===== config.mk =====
export PLATFORM = sky130hd
export DESIGN_NAME = fit_block_allocator_top
export DESIGN_NICKNAME = d
export VERILOG_FILES = /design/src/rtl/fba_pkg.sv /design/src/rtl/fba_cell.sv /design/src/rtl/fit_block_allocator_top.sv
export SDC_FILE = /design/constraint.sdc
export NUM_CORES = 2
export LEC_CHECK = 0
export BUFFER_PORTS_ARGS = -buffer_cell sky130_fd_sc_hd__buf_2
export CORE_AREA = 2 2 375 377
export CTS_CLUSTER_SIZE = 14
export DETAILED_ROUTE_END_ITERATION = 6
export DIE_AREA = 0 0 377 379
export GPL_TIMING_DRIVEN = 0
export PLACE_DENSITY = 0.56
export SYNTH_ARGS = -nofsm -noshare
export SYNTH_HDL_FRONTEND = slang
export SYNTH_SLANG_ARGS = --single-unit

===== constraint.sdc =====
create_clock -name clk -period 5.4 [get_ports clk]
set_input_delay 0.54 -clock clk [delete_from_list [all_inputs] [get_ports clk]]
set_output_delay 0.54 -clock clk [all_outputs]
set_load 0.02 [all_outputs]

===== src/rtl/fba_pkg.sv =====
// Shared types and codes of the fit block allocator.
package fba_pkg;

  // Input transaction: command and size.
  typedef struct packed {
    logic [1:0]  command;
    logic [15:0] size_value;
  } in_item_t;

  // Result transaction: status, block index and size before the allocation.
  typedef struct packed {
    logic [2:0]  status;
    logic [3:0]  block_index;
    logic [15:0] size_before;
  } out_item_t;

  // Control part of the search token that runs along the cell chain.
  typedef struct packed {
    logic valid;
    logic found;
  } tok_ctl_t;

  localparam logic [1:0] CMD_LOAD  = 2'd0;
  localparam logic [1:0] CMD_ALLOC = 2'd1;
  localparam logic [1:0] CMD_CLEAR = 2'd2;

  localparam logic [1:0] MODE_FIRST = 2'd0;
  localparam logic [1:0] MODE_BEST  = 2'd1;
  localparam logic [1:0] MODE_WORST = 2'd2;

  localparam logic [2:0] ST_LOADED    = 3'd0;
  localparam logic [2:0] ST_ALLOCATED = 3'd1;
  localparam logic [2:0] ST_NOFIT     = 3'd2;
  localparam logic [2:0] ST_FULL      = 3'd3;
  localparam logic [2:0] ST_CLEARED   = 3'd4;

endpackage


===== src/rtl/fba_cell.sv =====
// One table entry of the allocator with its stage of the search chain.
module fba_cell #(
  parameter int SIZE_BITS = 16,
  parameter int IDX_W     = 4,
  parameter int CELL_IDX  = 0
) (
  input  logic                 clk,
  input  logic                 rst_n,
  input  logic [1:0]           mode,
  input  logic                 active,
  input  logic [SIZE_BITS-1:0] req,
  input  logic                 ld_en,
  input  logic [IDX_W-1:0]     ld_idx,
  input  logic [SIZE_BITS-1:0] ld_data,
  input  logic                 commit,
  input  logic [IDX_W-1:0]     commit_idx,
  input  fba_pkg::tok_ctl_t    tin_ctl,
  input  logic [IDX_W-1:0]     tin_pick,
  input  logic [SIZE_BITS-1:0] tin_size,
  output fba_pkg::tok_ctl_t    tout_ctl,
  output logic [IDX_W-1:0]     tout_pick,
  output logic [SIZE_BITS-1:0] tout_size
);
  import fba_pkg::*;

  localparam logic [IDX_W-1:0] MY_IDX = IDX_W'(CELL_IDX);

  logic [SIZE_BITS-1:0] size_r;
  tok_ctl_t             ctl_r;
  logic [IDX_W-1:0]     pick_r;
  logic [SIZE_BITS-1:0] psize_r;
  logic                 fits;
  logic                 better;
  logic                 take;

  always_comb begin
    fits = active && (req <= size_r);
    case (mode)
      MODE_BEST:  better = size_r < tin_size;
      MODE_WORST: better = size_r > tin_size;
      default:    better = 1'b0;
    endcase
    take = tin_ctl.valid && fits && (!tin_ctl.found || better);
  end

  always_ff @(posedge clk) begin
    if (!rst_n) begin
      ctl_r <= '0;
    end else begin
      ctl_r.valid <= tin_ctl.valid;
      ctl_r.found <= tin_ctl.found || take;
    end
  end

  always_ff @(posedge clk) begin
    pick_r  <= take ? MY_IDX : tin_pick;
    psize_r <= take ? size_r : tin_size;
    if (ld_en && ld_idx == MY_IDX) begin
      size_r <= ld_data;
    end else if (commit && commit_idx == MY_IDX) begin
      size_r <= size_r - req;
    end
  end

  assign tout_ctl  = ctl_r;
  assign tout_pick = pick_r;
  assign tout_size = psize_r;

endmodule


===== src/rtl/fit_block_allocator_top.sv =====
// Top level of the fit block allocator: command decode, table count and cell chain.
// Load and clear: result in the cycle after acceptance, busy stays low, one per cycle.
// Allocate: busy while the search token walks the cell
//   chain one cell per clock; the result shows in the first cycle with busy low.
// Reset (rst_n low, synchronous) empties the table and selects first fit.
// Results are one-cycle strobes; the receiver cannot stall them.
module fit_block_allocator_top #(
  parameter int MAX_BLOCKS = 16,
  parameter int SIZE_BITS  = 16
) (
  input  logic               clk,
  input  logic               rst_n,
  input  logic               start,
  output logic               busy,
  input  fba_pkg::in_item_t  in_data,
  output logic               out_valid,
  output fba_pkg::out_item_t out_data,
  input  logic               cfg_valid,
  output logic               cfg_ready,
  input  logic [1:0]         cfg_data
);
  import fba_pkg::*;

  localparam int IDX_W = (MAX_BLOCKS > 1) ? $clog2(MAX_BLOCKS) : 1;
  localparam int CNT_W = $clog2(MAX_BLOCKS + 1);
  localparam logic [CNT_W-1:0] FULL_CNT = CNT_W'(MAX_BLOCKS);

  // Control and table count.
  logic                 busy_r;
  logic                 launch_r;
  logic [SIZE_BITS-1:0] req_r;
  logic [CNT_W-1:0]     count_r;
  logic [1:0]           mode_r;
  logic                 out_valid_r;
  out_item_t            out_data_r;

  // Search token chain: entry 0 feeds the first cell, entry MAX_BLOCKS leaves the last.
  tok_ctl_t             tok_ctl  [0:MAX_BLOCKS];
  logic [IDX_W-1:0]     tok_pick [0:MAX_BLOCKS];
  logic [SIZE_BITS-1:0] tok_size [0:MAX_BLOCKS];
  logic [MAX_BLOCKS-1:0] tok_vld;
  logic [MAX_BLOCKS-1:0] active;

  logic                 accept;
  logic                 full;
  logic                 ld_en;
  logic [SIZE_BITS-1:0] in_size;
  logic                 commit;

  assign accept  = start && !busy_r;
  assign full    = (count_r == FULL_CNT);
  assign in_size = SIZE_BITS'(in_data.size_value);
  assign ld_en   = accept && (in_data.command == CMD_LOAD) && !full;
  // The token leaving the last cell closes the search and writes back the winner.
  assign commit  = tok_ctl[MAX_BLOCKS].valid;

  assign tok_ctl[0]  = '{valid: launch_r, found: 1'b0};
  assign tok_pick[0] = '0;
  assign tok_size[0] = '0;

  for (genvar i = 0; i < MAX_BLOCKS; i++) begin : g_cell
    // Only entries below the count take part in a search.
    assign active[i]  = count_r > CNT_W'(i);
    assign tok_vld[i] = tok_ctl[i+1].valid;

    fba_cell #(
      .SIZE_BITS (SIZE_BITS),
      .IDX_W     (IDX_W),
      .CELL_IDX  (i)
    ) u_cell (
      .clk        (clk),
      .rst_n      (rst_n),
      .mode       (mode_r),
      .active     (active[i]),
      .req        (req_r),
      .ld_en      (ld_en),
      .ld_idx     (count_r[IDX_W-1:0]),
      .ld_data    (in_size),
      .commit     (commit && tok_ctl[MAX_BLOCKS].found),
      .commit_idx (tok_pick[MAX_BLOCKS]),
      .tin_ctl    (tok_ctl[i]),
      .tin_pick   (tok_pick[i]),
      .tin_size   (tok_size[i]),
      .tout_ctl   (tok_ctl[i+1]),
      .tout_pick  (tok_pick[i+1]),
      .tout_size  (tok_size[i+1])
    );
  end

  // Configuration: the mode register takes a write at any time.
  assign cfg_ready = 1'b1;

  always_ff @(posedge clk) begin
    if (!rst_n) begin
      mode_r <= MODE_FIRST;
    end else if (cfg_valid && cfg_ready) begin
      mode_r <= cfg_data;
    end
  end

  // Command decode, count update and result register.
  always_ff @(posedge clk) begin
    if (!rst_n) begin
      busy_r      <= 1'b0;
      launch_r    <= 1'b0;
      count_r     <= '0;
      out_valid_r <= 1'b0;
    end else begin
      out_valid_r <= 1'b0;
      launch_r    <= 1'b0;
      if (accept) begin
        out_valid_r <= 1'b1;
        case (in_data.command)
          CMD_LOAD: begin
            if (full) begin
              out_data_r <= '{status: ST_FULL, block_index: '0, size_before: '0};
            end else begin
              out_data_r <= '{status: ST_LOADED, block_index: 4'(count_r),
                              size_before: '0};
              count_r    <= count_r + CNT_W'(1);
            end
          end
          CMD_ALLOC: begin
            // Hold the request and launch the token; the result comes at commit.
            out_valid_r <= 1'b0;
            busy_r      <= 1'b1;
            launch_r    <= 1'b1;
            req_r       <= in_size;
          end
          default: begin
            count_r    <= '0;
            out_data_r <= '{status: ST_CLEARED, block_index: '0, size_before: '0};
          end
        endcase
      end else if (commit) begin
        busy_r      <= 1'b0;
        out_valid_r <= 1'b1;
        if (tok_ctl[MAX_BLOCKS].found) begin
          out_data_r <= '{status: ST_ALLOCATED, block_index: 4'(tok_pick[MAX_BLOCKS]),
                          size_before: 16'(tok_size[MAX_BLOCKS])};
        end else begin
          out_data_r <= '{status: ST_NOFIT, block_index: '0, size_before: '0};
        end
      end
    end
  end

  assign busy      = busy_r;
  assign out_valid = out_valid_r;
  assign out_data  = out_data_r;

  // At most one search token lives in the chain.
  a_one_token: assert property (@(posedge clk) disable iff (!rst_n)
    $onehot0({launch_r, tok_vld}))
    else $error("more than one search token in the cell chain");

  // A token only travels while an allocation is in progress.
  a_token_busy: assert property (@(posedge clk) disable iff (!rst_n)
    commit |-> busy_r)
    else $error("search token leaves the chain while idle");

  // Finishing an allocation always delivers a result.
  a_alloc_result: assert property (@(posedge clk) disable iff (!rst_n)
    ($fell(busy_r) && $past(rst_n)) |-> out_valid_r)
    else $error("allocation finished without a result");

  // The count never passes the table depth.
  a_count_range: assert property (@(posedge clk) disable iff (!rst_n)
    count_r <= FULL_CNT)
    else $error("block count beyond table depth");

endmodule

**Word level (Yosys, flattened, before mapping)**

Cells that the tools add are included.

- Bits in registers: 642

- Add/subtract/negate cells: 17
- Order comparisons: 62
- Eq/ne operators: 37
- Mux-type cells: 76
- Bitwise gates (word level): 1
- Reductions and logical operators: 155

Operators by type and width:

| kind | number |
|---|---|
| 16-bit 2-to-1 mux | 47 |
| 16-bit less-or-equal comparator | 16 |
| 16-bit subtractor | 16 |
| 16-bit greater-than comparator | 15 |
| 16-bit less-than comparator | 15 |
| 1-bit logical AND | 83 |
| 4-bit == test (second input constant) | 16 |
| 23-bit 2-to-1 mux | 2 |
| 23-bit case mux with 2 select lines | 1 |
| 22-bit 2-to-1 mux | 2 |
| 5-bit by 4-bit greater-than comparator with 1-bit output (second input constant) | 8 |
| 2-bit nonzero test | 17 |
| 4-bit by 3-bit == test with 1-bit output (second input constant) | 8 |
| 1-bit logical OR | 30 |
| 1-bit case mux with 2 select lines | 15 |
| 5-bit by 3-bit greater-than comparator with 1-bit output (second input constant) | 4 |
| 1-bit zero test | 17 |
| 4-bit by 2-bit == test with 1-bit output (second input constant) | 4 |
| 5-bit by 1-bit greater-than comparator with 1-bit output (second input constant) | 2 |
| 5-bit by 2-bit greater-than comparator with 1-bit output (second input constant) | 2 |
| 5-bit case mux with 2 select lines | 1 |
| 3-bit AND reduction | 3 |
| 4-bit by 1-bit == test with 1-bit output (second input constant) | 2 |
| 4-bit zero test | 2 |
| 11 further kinds | 20 |

**Longest topological paths before layout**

- Word-level depth: 6
- Gate-level depth with buffers: 13
- Mapped depth without buffers: 11

**Hierarchy**

From an unflattened synthesis, not the netlist that was laid out.

- Cells, all modules: 4602
- Area total of the unflattened synthesis: 45060.7 µm²

Modules (own cells, without submodules):

| module | instances | cells each | area an instance (µm²) |
|---|---|---|---|
| fba_cell at g_cell[10].u_cell ... | 3 | 278 | 2705.1 |
| fba_cell at g_cell[13].u_cell ... | 2 | 278 | 2715.1 |
| fba_cell at g_cell[12].u_cell ... | 2 | 278 | 2702.6 |
| fba_cell at g_cell[1].u_cell ... | 2 | 278 | 2660.1 |
| fba_cell at g_cell[11].u_cell | 1 | 278 | 2722.6 |
| fba_cell at g_cell[15].u_cell | 1 | 278 | 2711.4 |
| fba_cell at g_cell[0].u_cell | 1 | 278 | 2687.6 |
| fba_cell at g_cell[4].u_cell | 1 | 277 | 2655.0 |
| fba_cell at g_cell[7].u_cell | 1 | 278 | 2635.0 |
| fba_cell at g_cell[9].u_cell | 1 | 275 | 2628.8 |
| fba_cell at g_cell[8].u_cell | 1 | 274 | 2626.3 |
| fit_block_allocator_top | 1 | 162 | 2123.3 |

**Least setup slack after synthesis**

OpenSTA, ideal clock, no wires.

- Path type: reg2reg
- Start: reg req_r[1]
- End: reg g_cell[11].u_cell.size_r[15] (data pin)
- Setup time: 0.260 ns
- Arrival: 3.454 ns
- Data required time: 5.140 ns
- Setup slack: 1.686 ns
- Cell stages (with the launch flop): 11
- Cells stage by stage: edfxtp_1 > inv_1 > ha_1 > nor2b_1 > o31a_1 > o31a_1 > o41ai_1 > o21ai_0 > a21oi_1 > or4b_2 > nand3_1

- Word-level cells in the longest chain between the ends: 3

Ends and longest elaborated chain:

| item | RTL line | RTL |
|---|---|---|
| from (decl) | fit_block_allocator_top.sv:31 | `logic [SIZE_BITS-1:0] req_r;` |
| from (signal assigned) | fit_block_allocator_top.sv:128 | `req_r <= in_size;` |
| 16-bit subtractor | fba_cell.sv:61 | `size_r <= size_r - req;` |
| 16-bit 2-to-1 mux | fba_cell.sv:60 | `end else if (commit && commit_idx == MY_IDX) begin` |
| 16-bit 2-to-1 mux | fba_cell.sv:58 | `if (ld_en && ld_idx == MY_IDX) begin` |
| to (signal assigned) | fba_cell.sv:59 | `size_r <= ld_data;` |
| to (signal assigned) | fba_cell.sv:61 |  |
| to (decl) | fba_cell.sv:28 | `logic [SIZE_BITS-1:0] size_r;` |

Every way passes these cells. The select of a mux whose other input is x is not followed.
A chain may end at the register's enable or synchronous reset.

**Worst setup path in the final report**

- Start: reg count_r[0]
- End: reg g_cell[3].u_cell.size_r[3], enable pin

- Word-level cells in the longest chain between the ends: 5

Ends and longest elaborated chain:

| item | RTL line | RTL |
|---|---|---|
| from (decl) | fit_block_allocator_top.sv:32 | `logic [CNT_W-1:0] count_r;` |
| from (signal assigned) | fit_block_allocator_top.sv:120 | `count_r <= count_r + CNT_W'(1);` |
| 5-bit == test | fit_block_allocator_top.sv:51 | `assign full = (count_r == FULL_CNT);` |
| 1-bit zero test | fit_block_allocator_top.sv:53 | `assign ld_en = accept && (in_data.command == CMD_LOAD) && !full;` |
| 1-bit logical AND | fit_block_allocator_top.sv:53 |  |
| 1-bit logical AND * | fba_cell.sv:58 |  |
| 2-bit nonzero test (no source line) * | n/a |  |
| to (signal assigned) | fba_cell.sv:59 |  |
| to (signal assigned) | fba_cell.sv:61 |  |
| to (decl) | fba_cell.sv:28 |  |

Every way passes the cells marked *; elsewhere a longest branch is shown, timed or not.

==> flow_summary.json <==
{
  "fin_cells": 6378,
  "clk_pin_slew_ns": 0.06,
  "wl_um": 142600,
  "slew_viol_final": 10,
  "wl_met3_um": 10320,
  "syn_inst": 4358,
  "dp_slack_ns": 0.7405,
  "drt_pass1_iterations": 5,
  "grtUsageTotal": 0.1962,
  "top_layer_used": "met5",
  "dp_hpwl_um": 104900,
  "yosys.area.top_type": "edfxtp_1",
  "synth_area_leaders": "edfxtp_1 (21%), dfxtp_1 (17%), ha_1 (15%), mux2_2 (5.8%), a21oi_1 (4.5%)",
  "final_cell_mix": "ha_1 (503), a21oi_1 (370), dfxtp_1 (347), inv_1 (341), nor2_1 (297)",
  "io_buffers": 47,
  "final_common_cell": "ha_1",
  "clock_path_buffers": 3,
  "crit_path_start_kind": "flop",
  "insertion_delay_ns": 0.66,
  "criticalPathCategory": "flop to flop",
  "dominantRegCellSynth": "dfxtp_1",
  "path_max_fanout": 16,
  "hold_violations": 0,
  "final_net_count": 5050,
  "path_cells": "clkbuf_1, inv_1, ha_1, clkbuf_1, a31oi_1, and2_1, buf_2, buf_1, nand3_1, clkbuf_1, o21ai_2",
  "grt_pass1_vias": 32580,
  "die_h_um": 379,
  "coreArea_um2": 138800,
  "violations": "max-capacitance violations, max-slew violations",
  "wl_met1_um": 64720,
  "synth_area_per_cell_um2": 9.516,
  "ys_warn_count": 0,
  "synthToLayoutAreaGrowth_pct": 13.81,
  "wl_met2_um": 61790,
  "clkSinkCount": 642,
  "seq_area_um2": 15810,
  "hp-class": "primary input to flop",
  "synth_top_area_share": 0.2136,
  "path_delay_family": "buffers and inverters",
  "clock.fmax_ghz": 0.2054,
  "crit_top_cell": "clkbuf_1",
  "cp.arrival_ns": 5.12,
  "slowest_stage": "a31oi_1",
  "period_share": 0.9014,
  "crit_path_end_kind": "flop",
  "cts-hold-fix-buffers": 0,
  "rsz0062_at_grt": "no",
  "power_density_nw_per_um2": 236.1,
  "numCtsBuffers": 75,
  "antenna_found_initial": 13,
  "async_reset_ff_frac": 0,
  "cpPeakStageDelay_ns": 0.57,
  "ctsResizeCount": 0,
  "vdd.ir_drop.worst_mv": 0.1847,
  "syn_nets": 4901,
  "drv_cap": 2,
  "htreeDepth": 3,
  "cts-root-buf": "clkbuf_16",
  "dp_cells": 6236,
  "place_congestion": 0.9161,
  "cts_tree": "yes",
  "path_buf_inv": 6,
  "grt_pass1_wl_um": 209200,
  "grt_max_degree": 24,
  "via_per_inst": 5.318,
  "multi_input_comb_area_um2": 23820,
  "drc": 0,
  "ys_seq_elements": 642,
  "rows": 137,
  "seq_area_frac_synth": 0.3811,
  "dieArea_um2": 142900,
  "utilization": 0.3399,
  "vias": 33920,
  "drt-initial-drc-count": 3098,
  "finalSetupViolations": 0,
  "setup_ws_ns": 0.5324,
  "cts_setup_buffers": 0,
  "initial_core_util": 0.2987,
  "ant_nets": 0,
  "fin_crit_ns": 4.868,
  "maxSlewHeadroom": -0.04494,
  "drive_gt1_frac": 0.1195,
  "chipWidth_um": 377,
  "clock_skew_ns": 0.03062,
  "nFillCells": 14100,
  "synth_edf_count": 295,
  "cp.required_ns": 5.66,
  "yosysUniqueCellTypes": 87,
  "p_leak_nw": 18.81,
  "gr-total-overflow": 0,
  "outcome": "finished, violations left",
  "syn_area_um2": 41470,
  "finalSetupTns_ns": 0,
  "drt-wirelength-per-cell_um": 22.35,
  "tightest_slew_ns": 1.567,
  "io_pins": 50
}
power breakdown:
part           internal (mW)  total [mW]  switching (mW)  leakage [nW]
Sequential              5.09        5.11          0.0149          5.46
Clock                   3.19        5.44            2.25          1.28
Combinational          0.182       0.599           0.417          12.1
Total                   8.46        11.1            2.68          18.8
worst reg2reg max path, delay by kind of cell, from the launching register on:
kind / cells / cell delay, ns
AO/OA/AOI/OAI: 2 / 1.07
adder cells (fa/ha/maj): 1 / 0.23
buffers and inverters: 6 / 2.18
flip-flops: 1 / 0.37
AND/OR/NAND/NOR: 2 / 0.60
layer usage:
layer / track usage / up-vias
li1: - / 16120
met1: 0.2755 / 16410
met2: 0.3043 / 1148
met3: 0.02651 / 241
met4: 0.07419 / 6
met5: 0 / -
final timing paths:
check / endpoint / cells after the start / start / slack (ns)
min reg2reg: g_cell[15].u_cell.tout_pick[1]$_SDFF_PP1_ / 1 / g_cell[14].u_cell.tout_pick[1]$_SDFF_PP1_ / 0.41
max reg2reg: g_cell[3].u_cell.size_r[3]$_DFFE_PP_ / 11 / count_r[0]$_SDFFE_PN0P_ / 0.53
max: g_cell[3].u_cell.size_r[3]$_DFFE_PP_ / 11 / count_r[0]$_SDFFE_PN0P_ / 0.53
min: req_r[4]$_DFFE_PP_ / 1 / in_data[4] / 0.08
kinds of logic (layout without fill, tap and decap cells):
logic type / Yosys count / count (layout) / share of synthesized area
compound gates: 1112 / 1112 / 0.1673
xor+xnor: 177 / 177 / 0.03738
flops: 642 / 642 / 0.3811
simple gates: 1160 / 1160 / 0.1387
fa+ha+maj: 519 / 519 / 0.1595
mux: 253 / 253 / 0.06933
buf+inv: 494 / 706 / 0.04664
other cells: 1 / 2 / 0.00009042
sequential cells by signal, indices dropped and copies added, names as in the netlist, 2 cells and up:
register / cells
req_r: 16
g_cell.u_cell.tout_pick: 49
count_r: 5
out_data: 23
g_cell.u_cell.tout_ctl: 32
g_cell.u_cell.size_r: 256
mode_r: 2
g_cell.u_cell.tout_size: 256
cells in the mapped netlist, types with 8 or more instances:
cell	n
ha_1	503
a21oi_1	370
inv_1	350
dfxtp_1	347
nor2_1	297
edfxtp_1	295
o21ai_0	265
nand2_1	263
mux2_2	214
a21o_1	122
nand3_1	109
xor2_1	106
clkbuf_1	105
nand2b_1	85
nor3_1	76
nor2b_1	72
xnor2_1	71
nand4_1	64
and3_1	56
o21a_1	49
a211oi_1	41
o211ai_1	37
and2_1	32
o31ai_1	32
or2_2	26
mux2i_1	24
a31oi_1	23
buf_2	18
o41ai_1	18
fa_1	16
nor3b_1	16
o21bai_1	16
a21boi_0	15
mux2_4	15
or3_1	15
o2111ai_1	12
a311oi_1	10
a41oi_1	9
buf_4	9
o31a_1	9
buf_1	8
nand4b_1	8
nor4b_1	8
through the flow:
stage | power (mW) | instance area, um^2 | hold slack (ns)
floorplan | 5.542 | 41470 | 0.3863
detailed placement | 5.797 | 44550 | 0.3918
finish | 11.14 | 47200 | 0.07889
CTS | 11.20 | 47170 | 0.04848
global placement | 5.777 | 43970 | 0.3907
global route | 11.44 | 47200 | 0.06250
final cells by class:
type / count / area share
diodes: 1 / 0.00005302
plain buffers: 144 / 0.01339
inverters: 350 / 0.02783
well taps: 1807 / 0.04790
repair buffers: 72 / 0.01583
clock inverters: 38 / 0.008668
multi-input cells: 3222 / 0.5046
flip-flops and latches: 642 / 0.3349
clock buffers: 102 / 0.04689
Power figures use the tool's default switching activity.
